File: config.mk
export PLATFORM = sky130hd
export DESIGN_NAME = seeded_lcg_fisher_yates_shuffle_top
export DESIGN_NICKNAME = d
export VERILOG_FILES = /design/src/rtl/sfys_pkg.sv /design/src/rtl/sfys_ram.sv /design/src/rtl/sfys_datapath.sv /design/src/rtl/sfys_ctrl.sv /design/src/rtl/seeded_lcg_fisher_yates_shuffle_top.sv
export VERILOG_INCLUDE_DIRS = /design/src /design/src/rtl
export SDC_FILE = /design/constraint.sdc
export NUM_CORES = 2
export LEC_CHECK = 0
export ABC_AREA = 1
export BUFFER_PORTS_ARGS = -buffer_cell sky130_fd_sc_hd__buf_2
export CAP_MARGIN = 40
export CORE_MARGIN = 8
export CORE_UTILIZATION = 30
export CTS_BUF_LIST = sky130_fd_sc_hd__clkbuf_2
export CTS_CLUSTER_DIAMETER = 50
export CTS_CLUSTER_SIZE = 28
export DETAILED_ROUTE_END_ITERATION = 10
export HOLD_SLACK_MARGIN = 0.1
export PLACE_DENSITY_LB_ADDON = 0.1
export SYNTH_ARGS = -nofsm -noshare
export SYNTH_HDL_FRONTEND = slang
export SYNTH_SLANG_ARGS = --single-unit
File: constraint.sdc
create_clock -name clk_i -period 31.1 [get_ports clk_i]
set_clock_uncertainty 0.15 [all_clocks]
set_input_delay 0 -clock clk_i [delete_from_list [all_inputs] [get_ports clk_i]]
set_output_delay 0 -clock clk_i [all_outputs]
set_load 0.05 [all_outputs]
File: src/rtl/seeded_lcg_fisher_yates_shuffle_top_macros.svh
// Assertion macros for the shuffler controller.
`ifndef SEEDED_LCG_FISHER_YATES_SHUFFLE_TOP_MACROS_SVH
`define SEEDED_LCG_FISHER_YATES_SHUFFLE_TOP_MACROS_SVH

// Same-cycle implication, clocked on clk_i, off during reset.
`define SFYS_ASSERT_IMPL(lbl, ante, cons) \
  lbl: assert property (@(posedge clk_i) disable iff (!rst_ni) (ante) |-> (cons)) \
    else $error("shuffler assertion failed");

// Next-cycle implication, clocked on clk_i, off during reset.
`define SFYS_ASSERT_NEXT(lbl, ante, cons) \
  lbl: assert property (@(posedge clk_i) disable iff (!rst_ni) (ante) |=> (cons)) \
    else $error("shuffler assertion failed");

`endif

File: src/rtl/sfys_pkg.sv
// Shared types and constants of the deck shuffler.
package sfys_pkg;

  localparam int unsigned DECK_SIZE_DEFAULT = 83;

  localparam int unsigned SEED_W      = 32;
  localparam int unsigned POS_W       = 7;
  localparam int unsigned ENTRY_W     = 7;
  localparam int unsigned STATUS_W    = 2;
  localparam int unsigned IN_TDATA_W  = 40;
  localparam int unsigned OUT_TDATA_W = 16;
  localparam int unsigned CFG_IDX_W   = 2;
  localparam int unsigned CFG_DATA_W  = 2;

  // Configuration register indexes.
  localparam logic [CFG_IDX_W-1:0] CFG_MODE   = 2'd0;
  localparam logic [CFG_IDX_W-1:0] CFG_PASSES = 2'd1;
  localparam logic [CFG_IDX_W-1:0] CFG_ASC1   = 2'd2;
  localparam logic [CFG_IDX_W-1:0] CFG_ASC2   = 2'd3;

  // Generator modes; any other code selects the modulo mapping.
  localparam logic [1:0] MODE_PM    = 2'd0;
  localparam logic [1:0] MODE_FLOOR = 2'd1;

  localparam logic [31:0] PM_MOD       = 32'h7FFF_FFFF;
  localparam logic [14:0] PM_MUL       = 15'd16807;
  localparam logic [31:0] LCG_MUL      = 32'd214013;
  localparam logic [31:0] LCG_ADD      = 32'd2531011;
  localparam logic [31:0] LCG_SEED_XOR = 32'd12;

  typedef enum logic {
    REQ_SHUFFLE = 1'b0,
    REQ_READ    = 1'b1
  } sfys_req_e;

  typedef enum logic [STATUS_W-1:0] {
    ST_OK       = 2'd0,
    ST_BAD_SEED = 2'd1,
    ST_RANGE    = 2'd2,
    ST_EMPTY    = 2'd3
  } sfys_status_e;

  typedef enum logic [3:0] {
    S_IDLE,
    S_DECODE,
    S_FILL,
    S_PASS,
    S_GEN,
    S_RED,
    S_MAP,
    S_MOD,
    S_RD,
    S_WR1,
    S_WR2,
    S_RRD,
    S_RDATA,
    S_DONE
  } sfys_state_e;

  typedef struct packed {
    logic         capture;
    logic         fill_init;
    logic         fill_write;
    logic         pass_init;
    logic         pass_next;
    logic         gen;
    logic         red;
    logic         map;
    logic         mod_step;
    logic         wr1;
    logic         wr2;
    logic         idx_step;
    logic         rrd;
    logic         res_set;
    logic         res_use_data;
    sfys_status_e res_code;
    logic         out_load;
  } sfys_cmd_t;

  typedef struct packed {
    logic req_read;
    logic bad_seed;
    logic pos_oob;
    logic fill_last;
    logic idx_last;
    logic last_pass;
    logic mode_mod;
    logic mod_last;
  } sfys_stat_t;

endpackage

File: src/rtl/sfys_ram.sv
// Generic RAM: one write port, two registered read ports.
module sfys_ram #(
  parameter int unsigned WIDTH = 8,
  parameter int unsigned DEPTH = 64
) (
  input  logic                     clk_i,
  input  logic                     we_i,
  input  logic [$clog2(DEPTH)-1:0] waddr_i,
  input  logic [WIDTH-1:0]         wdata_i,
  input  logic [$clog2(DEPTH)-1:0] raddr_a_i,
  output logic [WIDTH-1:0]         rdata_a_o,
  input  logic [$clog2(DEPTH)-1:0] raddr_b_i,
  output logic [WIDTH-1:0]         rdata_b_o
);

  logic [WIDTH-1:0] mem_q [DEPTH];
  logic [WIDTH-1:0] rdata_a_q;
  logic [WIDTH-1:0] rdata_b_q;

  always_ff @(posedge clk_i) begin
    if (we_i) begin
      mem_q[waddr_i] <= wdata_i;
    end
    rdata_a_q <= mem_q[raddr_a_i];
    rdata_b_q <= mem_q[raddr_b_i];
  end

  assign rdata_a_o = rdata_a_q;
  assign rdata_b_o = rdata_b_q;

endmodule

File: src/rtl/sfys_datapath.sv
// Datapath: configuration, generator, index mapping, deck memory and result registers.
module sfys_datapath #(
  parameter int unsigned DECK_SIZE = sfys_pkg::DECK_SIZE_DEFAULT
) (
  input  logic                             clk_i,
  input  logic                             rst_ni,
  input  logic                             cfg_we_i,
  input  logic [sfys_pkg::CFG_IDX_W-1:0]   cfg_index_i,
  input  logic [sfys_pkg::CFG_DATA_W-1:0]  cfg_data_i,
  input  logic                             req_type_i,
  input  logic [sfys_pkg::SEED_W-1:0]      seed_i,
  input  logic [sfys_pkg::POS_W-1:0]       position_i,
  input  sfys_pkg::sfys_cmd_t              cmd_i,
  output sfys_pkg::sfys_stat_t             stat_o,
  output logic [sfys_pkg::ENTRY_W-1:0]     entry_value_o,
  output logic [sfys_pkg::STATUS_W-1:0]    status_o
);

  localparam int unsigned AW = $clog2(DECK_SIZE);
  localparam int unsigned NW = $clog2(DECK_SIZE + 1);
  localparam int unsigned EW = sfys_pkg::ENTRY_W;
  localparam logic [AW-1:0] IDX_TOP     = AW'(DECK_SIZE - 1);
  localparam logic [AW-1:0] IDX_ONE     = AW'(1);
  localparam logic [AW-1:0] IDX_ASC_END = AW'(DECK_SIZE - 2);
  localparam logic [NW-1:0] N_FULL      = NW'(DECK_SIZE);
  localparam logic [7:0]    POS_LIMIT   = 8'(DECK_SIZE);
  localparam logic [30:0]   PM_MUL_EXT  = 31'(sfys_pkg::PM_MUL);

  logic [1:0]                      mode_q;
  logic [1:0]                      passes_q;
  logic                            asc1_q;
  logic                            asc2_q;
  logic                            req_q;
  logic [sfys_pkg::SEED_W-1:0]     seed_q;
  logic [sfys_pkg::POS_W-1:0]      pos_q;
  logic [31:0]                     gen_q;
  logic [45:0]                     prod_q;
  logic [AW-1:0]                   idx_q;
  logic                            pass_q;
  logic [AW-1:0]                   j_q;
  logic [NW-1:0]                   rem_q;
  logic                            mod_half_q;
  logic [sfys_pkg::ENTRY_W-1:0]    tmp_q;
  logic [sfys_pkg::ENTRY_W-1:0]    res_value_q;
  sfys_pkg::sfys_status_e          res_status_q;
  logic [sfys_pkg::ENTRY_W-1:0]    out_value_q;
  sfys_pkg::sfys_status_e          out_status_q;

  logic                            pm;
  logic                            floor_map;
  logic                            asc;
  logic [NW-1:0]                   i_plus;
  logic [NW-1:0]                   n_span;
  logic [63:0]                     pm_x;
  logic [63+NW:0]                  pm_prod;
  logic [AW-1:0]                   pm_low;
  logic [AW-1:0]                   pm_j;
  logic [14:0]                     lcg_v;
  logic [14+NW:0]                  fl_prod;
  logic [AW-1:0]                   fl_j;
  logic [45:0]                     pm_mul;
  logic [31:0]                     lcg_next;
  logic [32:0]                     red_sum;
  logic [31:0]                     pm_red;
  logic [7:0]                      mod_bits;
  logic [NW-1:0]                   rem_next;
  logic                            ram_we;
  logic [AW-1:0]                   ram_waddr;
  logic [sfys_pkg::ENTRY_W-1:0]    ram_wdata;
  logic [AW-1:0]                   ram_raddr_a;
  logic [sfys_pkg::ENTRY_W-1:0]    rdata_a;
  logic [sfys_pkg::ENTRY_W-1:0]    rdata_b;

  assign pm        = (mode_q == sfys_pkg::MODE_PM);
  assign floor_map = (mode_q == sfys_pkg::MODE_FLOOR);
  assign asc       = pm && (pass_q ? asc2_q : asc1_q);
  assign i_plus    = NW'(idx_q) + NW'(1);
  assign n_span    = asc ? (N_FULL - NW'(idx_q)) : i_plus;

  // Park-Miller scaled draw: x = s * 0x200000003, j = low + (n * x) >> 64.
  assign pm_x    = {gen_q[30:0], 33'd0} + {32'd0, gen_q} + {31'd0, gen_q, 1'b0};
  assign pm_prod = pm_x * (64'(n_span));
  assign pm_low  = asc ? idx_q : '0;
  assign pm_j    = pm_low + pm_prod[64 +: AW];

  // LCG output and the floor mapping.
  assign lcg_v   = gen_q[30:16];
  assign fl_prod = (15'(lcg_v)) * (15'(i_plus));
  assign fl_j    = fl_prod[15 +: AW];

  assign pm_mul   = gen_q[30:0] * PM_MUL_EXT;
  assign lcg_next = gen_q * sfys_pkg::LCG_MUL + sfys_pkg::LCG_ADD;
  assign red_sum  = {2'd0, prod_q[30:0]} + {18'd0, prod_q[45:31]};
  assign pm_red   = (red_sum >= {1'b0, sfys_pkg::PM_MOD}) ?
                    32'(red_sum - {1'b0, sfys_pkg::PM_MOD}) : red_sum[31:0];

  // Remainder: eight restoring steps per cycle, high byte first.
  assign mod_bits = mod_half_q ? lcg_v[7:0] : {1'b0, lcg_v[14:8]};

  always_comb begin
    logic [NW:0] r;
    r = mod_half_q ? {1'b0, rem_q} : '0;
    for (int k = 7; k >= 0; k--) begin
      r = {r[NW-1:0], mod_bits[k]};
      if (r >= {1'b0, i_plus}) begin
        r = r - {1'b0, i_plus};
      end
    end
    rem_next = r[NW-1:0];
  end

  // Deck memory ports.
  assign ram_we      = cmd_i.fill_write | cmd_i.wr1 | cmd_i.wr2;
  assign ram_waddr   = cmd_i.wr2 ? j_q : idx_q;
  assign ram_wdata   = cmd_i.fill_write ? EW'(idx_q) :
                       (cmd_i.wr1 ? rdata_b : tmp_q);
  assign ram_raddr_a = cmd_i.rrd ? pos_q[AW-1:0] : idx_q;

  sfys_ram #(
    .WIDTH (sfys_pkg::ENTRY_W),
    .DEPTH (DECK_SIZE)
  ) u_deck (
    .clk_i     (clk_i),
    .we_i      (ram_we),
    .waddr_i   (ram_waddr),
    .wdata_i   (ram_wdata),
    .raddr_a_i (ram_raddr_a),
    .rdata_a_o (rdata_a),
    .raddr_b_i (j_q),
    .rdata_b_o (rdata_b)
  );

  // Control registers.
  always_ff @(posedge clk_i or negedge rst_ni) begin
    if (!rst_ni) begin
      mode_q     <= sfys_pkg::MODE_PM;
      passes_q   <= 2'd1;
      asc1_q     <= 1'b0;
      asc2_q     <= 1'b0;
      gen_q      <= '0;
      idx_q      <= '0;
      pass_q     <= 1'b0;
      mod_half_q <= 1'b0;
    end else begin
      if (cfg_we_i) begin
        unique case (cfg_index_i)
          sfys_pkg::CFG_MODE:   mode_q   <= cfg_data_i;
          sfys_pkg::CFG_PASSES: passes_q <= cfg_data_i;
          sfys_pkg::CFG_ASC1:   asc1_q   <= cfg_data_i[0];
          sfys_pkg::CFG_ASC2:   asc2_q   <= cfg_data_i[0];
          default: ;
        endcase
      end
      if (cmd_i.fill_init) begin
        gen_q  <= pm ? seed_q : (seed_q ^ sfys_pkg::LCG_SEED_XOR);
        idx_q  <= '0;
        pass_q <= 1'b0;
      end
      if (cmd_i.fill_write) begin
        idx_q <= idx_q + IDX_ONE;
      end
      if (cmd_i.pass_init) begin
        idx_q <= asc ? '0 : IDX_TOP;
      end
      if (cmd_i.pass_next) begin
        pass_q <= 1'b1;
      end
      if (cmd_i.idx_step) begin
        idx_q <= asc ? (idx_q + IDX_ONE) : (idx_q - IDX_ONE);
      end
      if (cmd_i.gen && !pm) begin
        gen_q <= lcg_next;
      end
      if (cmd_i.red && pm) begin
        gen_q <= pm_red;
      end
      if (cmd_i.map) begin
        mod_half_q <= 1'b0;
      end
      if (cmd_i.mod_step) begin
        mod_half_q <= !mod_half_q;
      end
    end
  end

  // Payload registers.
  always_ff @(posedge clk_i) begin
    if (cmd_i.capture) begin
      req_q  <= req_type_i;
      seed_q <= seed_i;
      pos_q  <= position_i;
    end
    if (cmd_i.gen) begin
      prod_q <= pm_mul;
    end
    if (cmd_i.map) begin
      j_q <= pm ? pm_j : fl_j;
    end
    if (cmd_i.mod_step) begin
      if (mod_half_q) begin
        j_q <= rem_next[AW-1:0];
      end else begin
        rem_q <= rem_next;
      end
    end
    if (cmd_i.wr1) begin
      tmp_q <= rdata_a;
    end
    if (cmd_i.res_set) begin
      res_value_q  <= cmd_i.res_use_data ? rdata_a : '0;
      res_status_q <= cmd_i.res_code;
    end
    if (cmd_i.out_load) begin
      out_value_q  <= res_value_q;
      out_status_q <= res_status_q;
    end
  end

  assign stat_o.req_read  = (req_q == sfys_pkg::REQ_READ);
  assign stat_o.bad_seed  = pm && ((seed_q == '0) || (seed_q >= sfys_pkg::PM_MOD));
  assign stat_o.pos_oob   = ({1'b0, pos_q} >= POS_LIMIT);
  assign stat_o.fill_last = (idx_q == IDX_TOP);
  assign stat_o.idx_last  = asc ? (idx_q == IDX_ASC_END) : (idx_q == IDX_ONE);
  assign stat_o.last_pass = pass_q || !passes_q[1];
  assign stat_o.mode_mod  = !pm && !floor_map;
  assign stat_o.mod_last  = mod_half_q;

  assign entry_value_o = out_value_q;
  assign status_o      = out_status_q;

endmodule

File: src/rtl/sfys_ctrl.sv
// Controller: request sequencing, deck-valid flag and result handshake.
`include "seeded_lcg_fisher_yates_shuffle_top_macros.svh"

module sfys_ctrl (
  input  logic                 clk_i,
  input  logic                 rst_ni,
  input  logic                 in_valid_i,
  output logic                 in_ready_o,
  output logic                 out_valid_o,
  input  logic                 out_ready_i,
  input  sfys_pkg::sfys_stat_t stat_i,
  output sfys_pkg::sfys_cmd_t  cmd_o
);

  sfys_pkg::sfys_state_e state_q, state_d;
  logic                  deck_valid_q, deck_valid_d;
  logic                  out_valid_q, out_valid_d;
  logic                  out_free;

  assign out_free = !out_valid_q || out_ready_i;

  always_comb begin
    state_d = state_q;
    unique case (state_q)
      sfys_pkg::S_IDLE: begin
        if (in_valid_i) state_d = sfys_pkg::S_DECODE;
      end
      sfys_pkg::S_DECODE: begin
        if (stat_i.req_read) begin
          if (!deck_valid_q || stat_i.pos_oob) state_d = sfys_pkg::S_DONE;
          else state_d = sfys_pkg::S_RRD;
        end else if (stat_i.bad_seed) begin
          state_d = sfys_pkg::S_DONE;
        end else begin
          state_d = sfys_pkg::S_FILL;
        end
      end
      sfys_pkg::S_FILL: begin
        if (stat_i.fill_last) state_d = sfys_pkg::S_PASS;
      end
      sfys_pkg::S_PASS: state_d = sfys_pkg::S_GEN;
      sfys_pkg::S_GEN:  state_d = sfys_pkg::S_RED;
      sfys_pkg::S_RED:  state_d = sfys_pkg::S_MAP;
      sfys_pkg::S_MAP: begin
        state_d = stat_i.mode_mod ? sfys_pkg::S_MOD : sfys_pkg::S_RD;
      end
      sfys_pkg::S_MOD: begin
        if (stat_i.mod_last) state_d = sfys_pkg::S_RD;
      end
      sfys_pkg::S_RD:  state_d = sfys_pkg::S_WR1;
      sfys_pkg::S_WR1: state_d = sfys_pkg::S_WR2;
      sfys_pkg::S_WR2: begin
        if (!stat_i.idx_last) state_d = sfys_pkg::S_GEN;
        else if (stat_i.last_pass) state_d = sfys_pkg::S_DONE;
        else state_d = sfys_pkg::S_PASS;
      end
      sfys_pkg::S_RRD:   state_d = sfys_pkg::S_RDATA;
      sfys_pkg::S_RDATA: state_d = sfys_pkg::S_DONE;
      sfys_pkg::S_DONE: begin
        if (out_free) state_d = sfys_pkg::S_IDLE;
      end
      default: state_d = sfys_pkg::S_IDLE;
    endcase
  end

  always_comb begin
    cmd_o          = '0;
    cmd_o.res_code = sfys_pkg::ST_OK;
    in_ready_o     = 1'b0;
    deck_valid_d   = deck_valid_q;
    unique case (state_q)
      sfys_pkg::S_IDLE: begin
        in_ready_o    = 1'b1;
        cmd_o.capture = in_valid_i;
      end
      sfys_pkg::S_DECODE: begin
        if (stat_i.req_read) begin
          if (!deck_valid_q) begin
            cmd_o.res_set  = 1'b1;
            cmd_o.res_code = sfys_pkg::ST_EMPTY;
          end else if (stat_i.pos_oob) begin
            cmd_o.res_set  = 1'b1;
            cmd_o.res_code = sfys_pkg::ST_RANGE;
          end
        end else if (stat_i.bad_seed) begin
          cmd_o.res_set  = 1'b1;
          cmd_o.res_code = sfys_pkg::ST_BAD_SEED;
        end else begin
          cmd_o.fill_init = 1'b1;
        end
      end
      sfys_pkg::S_FILL: cmd_o.fill_write = 1'b1;
      sfys_pkg::S_PASS: cmd_o.pass_init  = 1'b1;
      sfys_pkg::S_GEN:  cmd_o.gen        = 1'b1;
      sfys_pkg::S_RED:  cmd_o.red        = 1'b1;
      sfys_pkg::S_MAP:  cmd_o.map        = 1'b1;
      sfys_pkg::S_MOD:  cmd_o.mod_step   = 1'b1;
      sfys_pkg::S_RD: ;
      sfys_pkg::S_WR1:  cmd_o.wr1        = 1'b1;
      sfys_pkg::S_WR2: begin
        cmd_o.wr2 = 1'b1;
        if (!stat_i.idx_last) begin
          cmd_o.idx_step = 1'b1;
        end else if (stat_i.last_pass) begin
          cmd_o.res_set = 1'b1;
          deck_valid_d  = 1'b1;
        end else begin
          cmd_o.pass_next = 1'b1;
        end
      end
      sfys_pkg::S_RRD: cmd_o.rrd = 1'b1;
      sfys_pkg::S_RDATA: begin
        cmd_o.res_set      = 1'b1;
        cmd_o.res_use_data = 1'b1;
      end
      sfys_pkg::S_DONE: cmd_o.out_load = out_free;
      default: ;
    endcase
  end

  always_comb begin
    out_valid_d = out_valid_q;
    if (cmd_o.out_load) out_valid_d = 1'b1;
    else if (out_ready_i) out_valid_d = 1'b0;
  end

  always_ff @(posedge clk_i or negedge rst_ni) begin
    if (!rst_ni) begin
      state_q      <= sfys_pkg::S_IDLE;
      deck_valid_q <= 1'b0;
      out_valid_q  <= 1'b0;
    end else begin
      state_q      <= state_d;
      deck_valid_q <= deck_valid_d;
      out_valid_q  <= out_valid_d;
    end
  end

  assign out_valid_o = out_valid_q;

  `SFYS_ASSERT_NEXT(a_valid_after_shuffle, (state_q == sfys_pkg::S_WR2) && stat_i.idx_last && stat_i.last_pass, deck_valid_q)
  `SFYS_ASSERT_IMPL(a_read_needs_deck, state_q == sfys_pkg::S_RRD, deck_valid_q)
  `SFYS_ASSERT_IMPL(a_mod_only_modulo, state_q == sfys_pkg::S_MOD, stat_i.mode_mod)

endmodule

File: src/rtl/seeded_lcg_fisher_yates_shuffle_top.sv
// Top level of the seeded Fisher-Yates deck shuffler.
//
// A shuffle request (tuser 0) loads the deck with 0..DECK_SIZE-1 and runs one or
// two Fisher-Yates passes from one continuing generator: the minimal standard
// Park-Miller generator with fixed-point scaling in mode 0 (passes ascending or
// descending, seed must be 1..2^31-2), or the 214013/2531011 LCG seeded with
// seed^12 in modes 1 (floor map) and 2 or 3 (modulo map). A read request (tuser 1)
// returns one deck entry. Every request gives exactly one result. One request
// is worked at a time; a new one is taken while the last result still waits
// on the output register. Each swap step of a shuffle pass is a generator
// multiply, a reduce, an index map (plus two remainder steps in modes 2 and 3),
// one read of both entries and two writes on the single write port of the
// deck memory. A read passes through decode, a deck read, a data capture and
// the done state; an error goes from decode straight to done.
// Configuration must be written only while the block is idle; the block itself
// does not enforce this.
module seeded_lcg_fisher_yates_shuffle_top #(
  parameter int unsigned DECK_SIZE = sfys_pkg::DECK_SIZE_DEFAULT
) (
  input  logic                               clk_i,
  input  logic                               rst_ni,
  input  logic                               cfg_we_i,
  input  logic [sfys_pkg::CFG_IDX_W-1:0]     cfg_index_i,
  input  logic [sfys_pkg::CFG_DATA_W-1:0]    cfg_data_i,
  input  logic                               s_axis_tvalid,
  output logic                               s_axis_tready,
  // [31:0] seed, [38:32] position, [39] zero
  input  logic [sfys_pkg::IN_TDATA_W-1:0]    s_axis_tdata,
  // [0] req_type
  input  logic                               s_axis_tuser,
  output logic                               m_axis_tvalid,
  input  logic                               m_axis_tready,
  // [6:0] entry_value, [8:7] status, [15:9] zero
  output logic [sfys_pkg::OUT_TDATA_W-1:0]   m_axis_tdata
);

  sfys_pkg::sfys_cmd_t              cmd;
  sfys_pkg::sfys_stat_t             stat;
  logic [sfys_pkg::ENTRY_W-1:0]     entry_value;
  logic [sfys_pkg::STATUS_W-1:0]    status;

  // Sequence each request; hold the result until the sink takes it.
  sfys_ctrl u_ctrl (
    .clk_i       (clk_i),
    .rst_ni      (rst_ni),
    .in_valid_i  (s_axis_tvalid),
    .in_ready_o  (s_axis_tready),
    .out_valid_o (m_axis_tvalid),
    .out_ready_i (m_axis_tready),
    .stat_i      (stat),
    .cmd_o       (cmd)
  );

  // Generator, index mapping and deck memory.
  sfys_datapath #(
    .DECK_SIZE (DECK_SIZE)
  ) u_datapath (
    .clk_i         (clk_i),
    .rst_ni        (rst_ni),
    .cfg_we_i      (cfg_we_i),
    .cfg_index_i   (cfg_index_i),
    .cfg_data_i    (cfg_data_i),
    .req_type_i    (s_axis_tuser),
    .seed_i        (s_axis_tdata[31:0]),
    .position_i    (s_axis_tdata[38:32]),
    .cmd_i         (cmd),
    .stat_o        (stat),
    .entry_value_o (entry_value),
    .status_o      (status)
  );

  // Pack the result; upper bits stay zero.
  assign m_axis_tdata = {7'd0, status, entry_value};

endmodule
==> impl_metrics.py <==
metrics = {
    "outcome": {
        "outcome": "complete, no violations",
    },
    "die": {
        "start_util_pct": 30.1,
        "die_w_um": 507,
        "io_pins": 68,
        "core_um2": 240000,
        "die-area_um2": 257000,
        "die_h_um": 507,
        "row_count": 180,
    },
    "drt": {
        "ant_nets": 0,
        "drtIter0Drc": 5016,
        "viasPerCell": 5.21,
        "firstDrtPassIters": 5,
        "routed_wl_mm": 283,
        "drc": 0,
        "wl_per_cell_um": 24.2,
        "vias": 60900,
    },
    "sta": {
        "maxSlewHeadroom_pct": 36.8,
        "clock.fmax_mhz": 55.8,
        "worst_pin_slew_ns": 0.947,
        "hold_viol": 0,
        "tns_ns": 0,
        "fin_crit_sh_pct": 57.6,
        "final-setup-viol-count": 0,
        "fin_crit_ns": 17.92,
        "rsz0062_at_grt": "no",
        "report.final.slew_viol_count": 0,
        "hold_ws_ns": 0.265,
    },
    "global_routing": {
        "grt_pass1_wl_mm": 416,
        "antenna_found_initial": 14,
        "grt_pass1_vias": 61900,
        "grt.overflow.total": 0,
        "track_usage_pct": 21.5,
        "grt_start_max_net_pins": 175,
    },
    "cts": {
        "clk_pin_slew_worst_paths_ns": 0.23,
        "cts_hold_buf": 194,
        "cts_root_buf": "clkbuf_2",
        "worstSkewPairLatency_ns": 1.70,
        "cts_setup_buffers": 0,
        "cts_resized": 0,
        "cts_buffers": 107,
        "clock_sinks": 772,
        "cts_tree": "built",
        "cts.htree.levels": 3,
        "clk_path_buf_depth": 3,
    },
    "worst_setup_path": {
        "cp_slowest_stage_delay_ns": 0.83,
        "critical_path_peak_fanout": 36,
        "worstSetupStartpointType": "register",
        "reg2regPathDepth": 90,
        "crit_top_cell": "nand2_1",
        "cp.arrival_ns": 19.02,
        "crit_path_end_kind": "register",
        "path_class": "register to register",
        "cp.required_ns": 32.20,
        "critPathSlowestCell": "dfrtp_4",
    },
    "synth": {
        "synth_edf_count": 699,
        "syn-cell-area_um2": 72200,
        "synth_async_sr_flop_share_pct": 6.74,
        "yosysMostFrequentCell": "nand2_1",
        "synthCells": 8170,
        "synth_area_per_cell_um2": 8.83,
        "yosys.cell_types.count": 68,
        "synth_top_area_share_pct": 29.1,
        "synth_common_cells": "1139 x nand2_1, 1115 x inv_1, 1065 x nor2_1",
        "synthTopCellsByArea": "edfxtp_1 29%, fa_1 20%, ha_1 8.9%",
        "synth-seq-area-share_pct": 31.5,
        "synth-seq-cells": 772,
        "yosysTopAreaCell": "edfxtp_1",
        "synth_top_flop_cell": "edfxtp_1",
        "yosys_warnings": 0,
    },
    "finish": {
        "seq_area_um2": 22700,
        "drive_above_1_share_pct": 6.84,
        "final_core_util_pct": 33.7,
        "n_fill_cell": 24800,
        "nets": 9674,
        "multi_input_area_um2": 44100,
        "area_growth_pct": 11.9,
        "final_area_um2": 80800,
    },
    "placement": {
        "dp_hpwl_mm": 207,
        "globalplace.congestion": 0.864,
        "io_buffers": 59,
        "place_area_um2": 77200,
    },
    "hold_path": {
        "holdPathStages": 0,
        "hp-class": "register to register",
    },
    "run": {
        "cap_violations": 0,
    },
}
## final timing paths
kind,slack [ns],end,startpoint
setup / recovery,13.18,u_datapath.rem_q[2],u_datapath.idx_q[0]
hold / removal,0.26,u_datapath.entry_value_o[0],u_datapath.res_value_q[0]
setup reg to reg,13.18,u_datapath.rem_q[2],u_datapath.idx_q[0]
hold reg to reg,0.26,u_datapath.entry_value_o[0],u_datapath.res_value_q[0]
max in group asynchronous,28.80,u_datapath.gen_q[31],rst_ni
min in group asynchronous,0.81,u_ctrl.out_valid_o,rst_ni
## logic make-up after synthesis
family	after synthesis	share of synthesized area (%)
fa+ha+maj	1224	28.6
other cells	1	0.00520
compound gates	1747	14.0
simple gates	2736	15.6
flops	772	31.5
buf+inv	1485	7.80
xor+xnor	205	2.49
## sequential cells by signal, summed over array words and instances, names as in the netlist, 32 cells and up
name                     cells
u_datapath.u_deck.mem_q    581
u_datapath.gen_q            32
u_datapath.prod_q           46
u_datapath.seed_q           32
## per-stage QoR
step	setup slack, ns	std cells
floorplan	16.37	8176
global placement	13.22	11200
detailed placement	13.18	11300
CTS	13.02	11700
global route	11.30	11700
finish	13.18	11700
## final cells by class
class / instances / area share [%]
flip-flops and latches: 772 / 28.1
inverters: 1136 / 5.30
clock inverters: 85 / 1.25
multi-input cells: 5919 / 54.5
diodes: 9 / 0.0279
clock buffers: 118 / 0.731
repair buffers: 464 / 5.08
well taps: 3185 / 4.93
## critical path, delay by kind of cell, from the launching register on
| family | cells | cell delay [ns] |
|---|---|---|
| AO/OA/AOI/OAI | 34 | 6.69 |
| adder cells (fa/ha/maj) | 9 | 3.65 |
| buffers and inverters | 12 | 2.40 |
| flip-flops | 1 | 0.83 |
| AND/OR/NAND/NOR | 35 | 3.84 |
## routing by layer
layer	wire length (um)	vias up	global-route usage (%)
met5	13	-	0
met4	10400	2	6.89
met3	13700	416	2.21
met2	133000	1931	36.2
met1	126000	30600	29.1
li1	-	27900	-
## layout by cell type, fill, tap and decap left out, drive strengths merged, types with 6 or more instances in the layout
cell type,instances
conb,7
o311ai,31
nor4,19
bufinv,13
diode,9
o21ai,867
clkbuf,118
clkinv,42
edfxtp,699
dfxtp,21
nor3,65
a31oi,36
xnor2,74
or2,22
a21boi,9
o22ai,161
o31ai,6
clkinvlp,12
o211ai,52
a211oi,8
nand2,1156
inv,1154
a221oi,16
o21bai,35
o221ai,125
buf,270
and2,7
dlygate4sd3,194
xor2,131
fa,712
nor2,1068
a21oi,359
ha,512
nand3,334
nand4,56
dfrtp,52
a21o,12
Power is left out: the tool's default activity adds up to more than one toggle a clock period on the data nets, which glitch-free logic cannot reach.
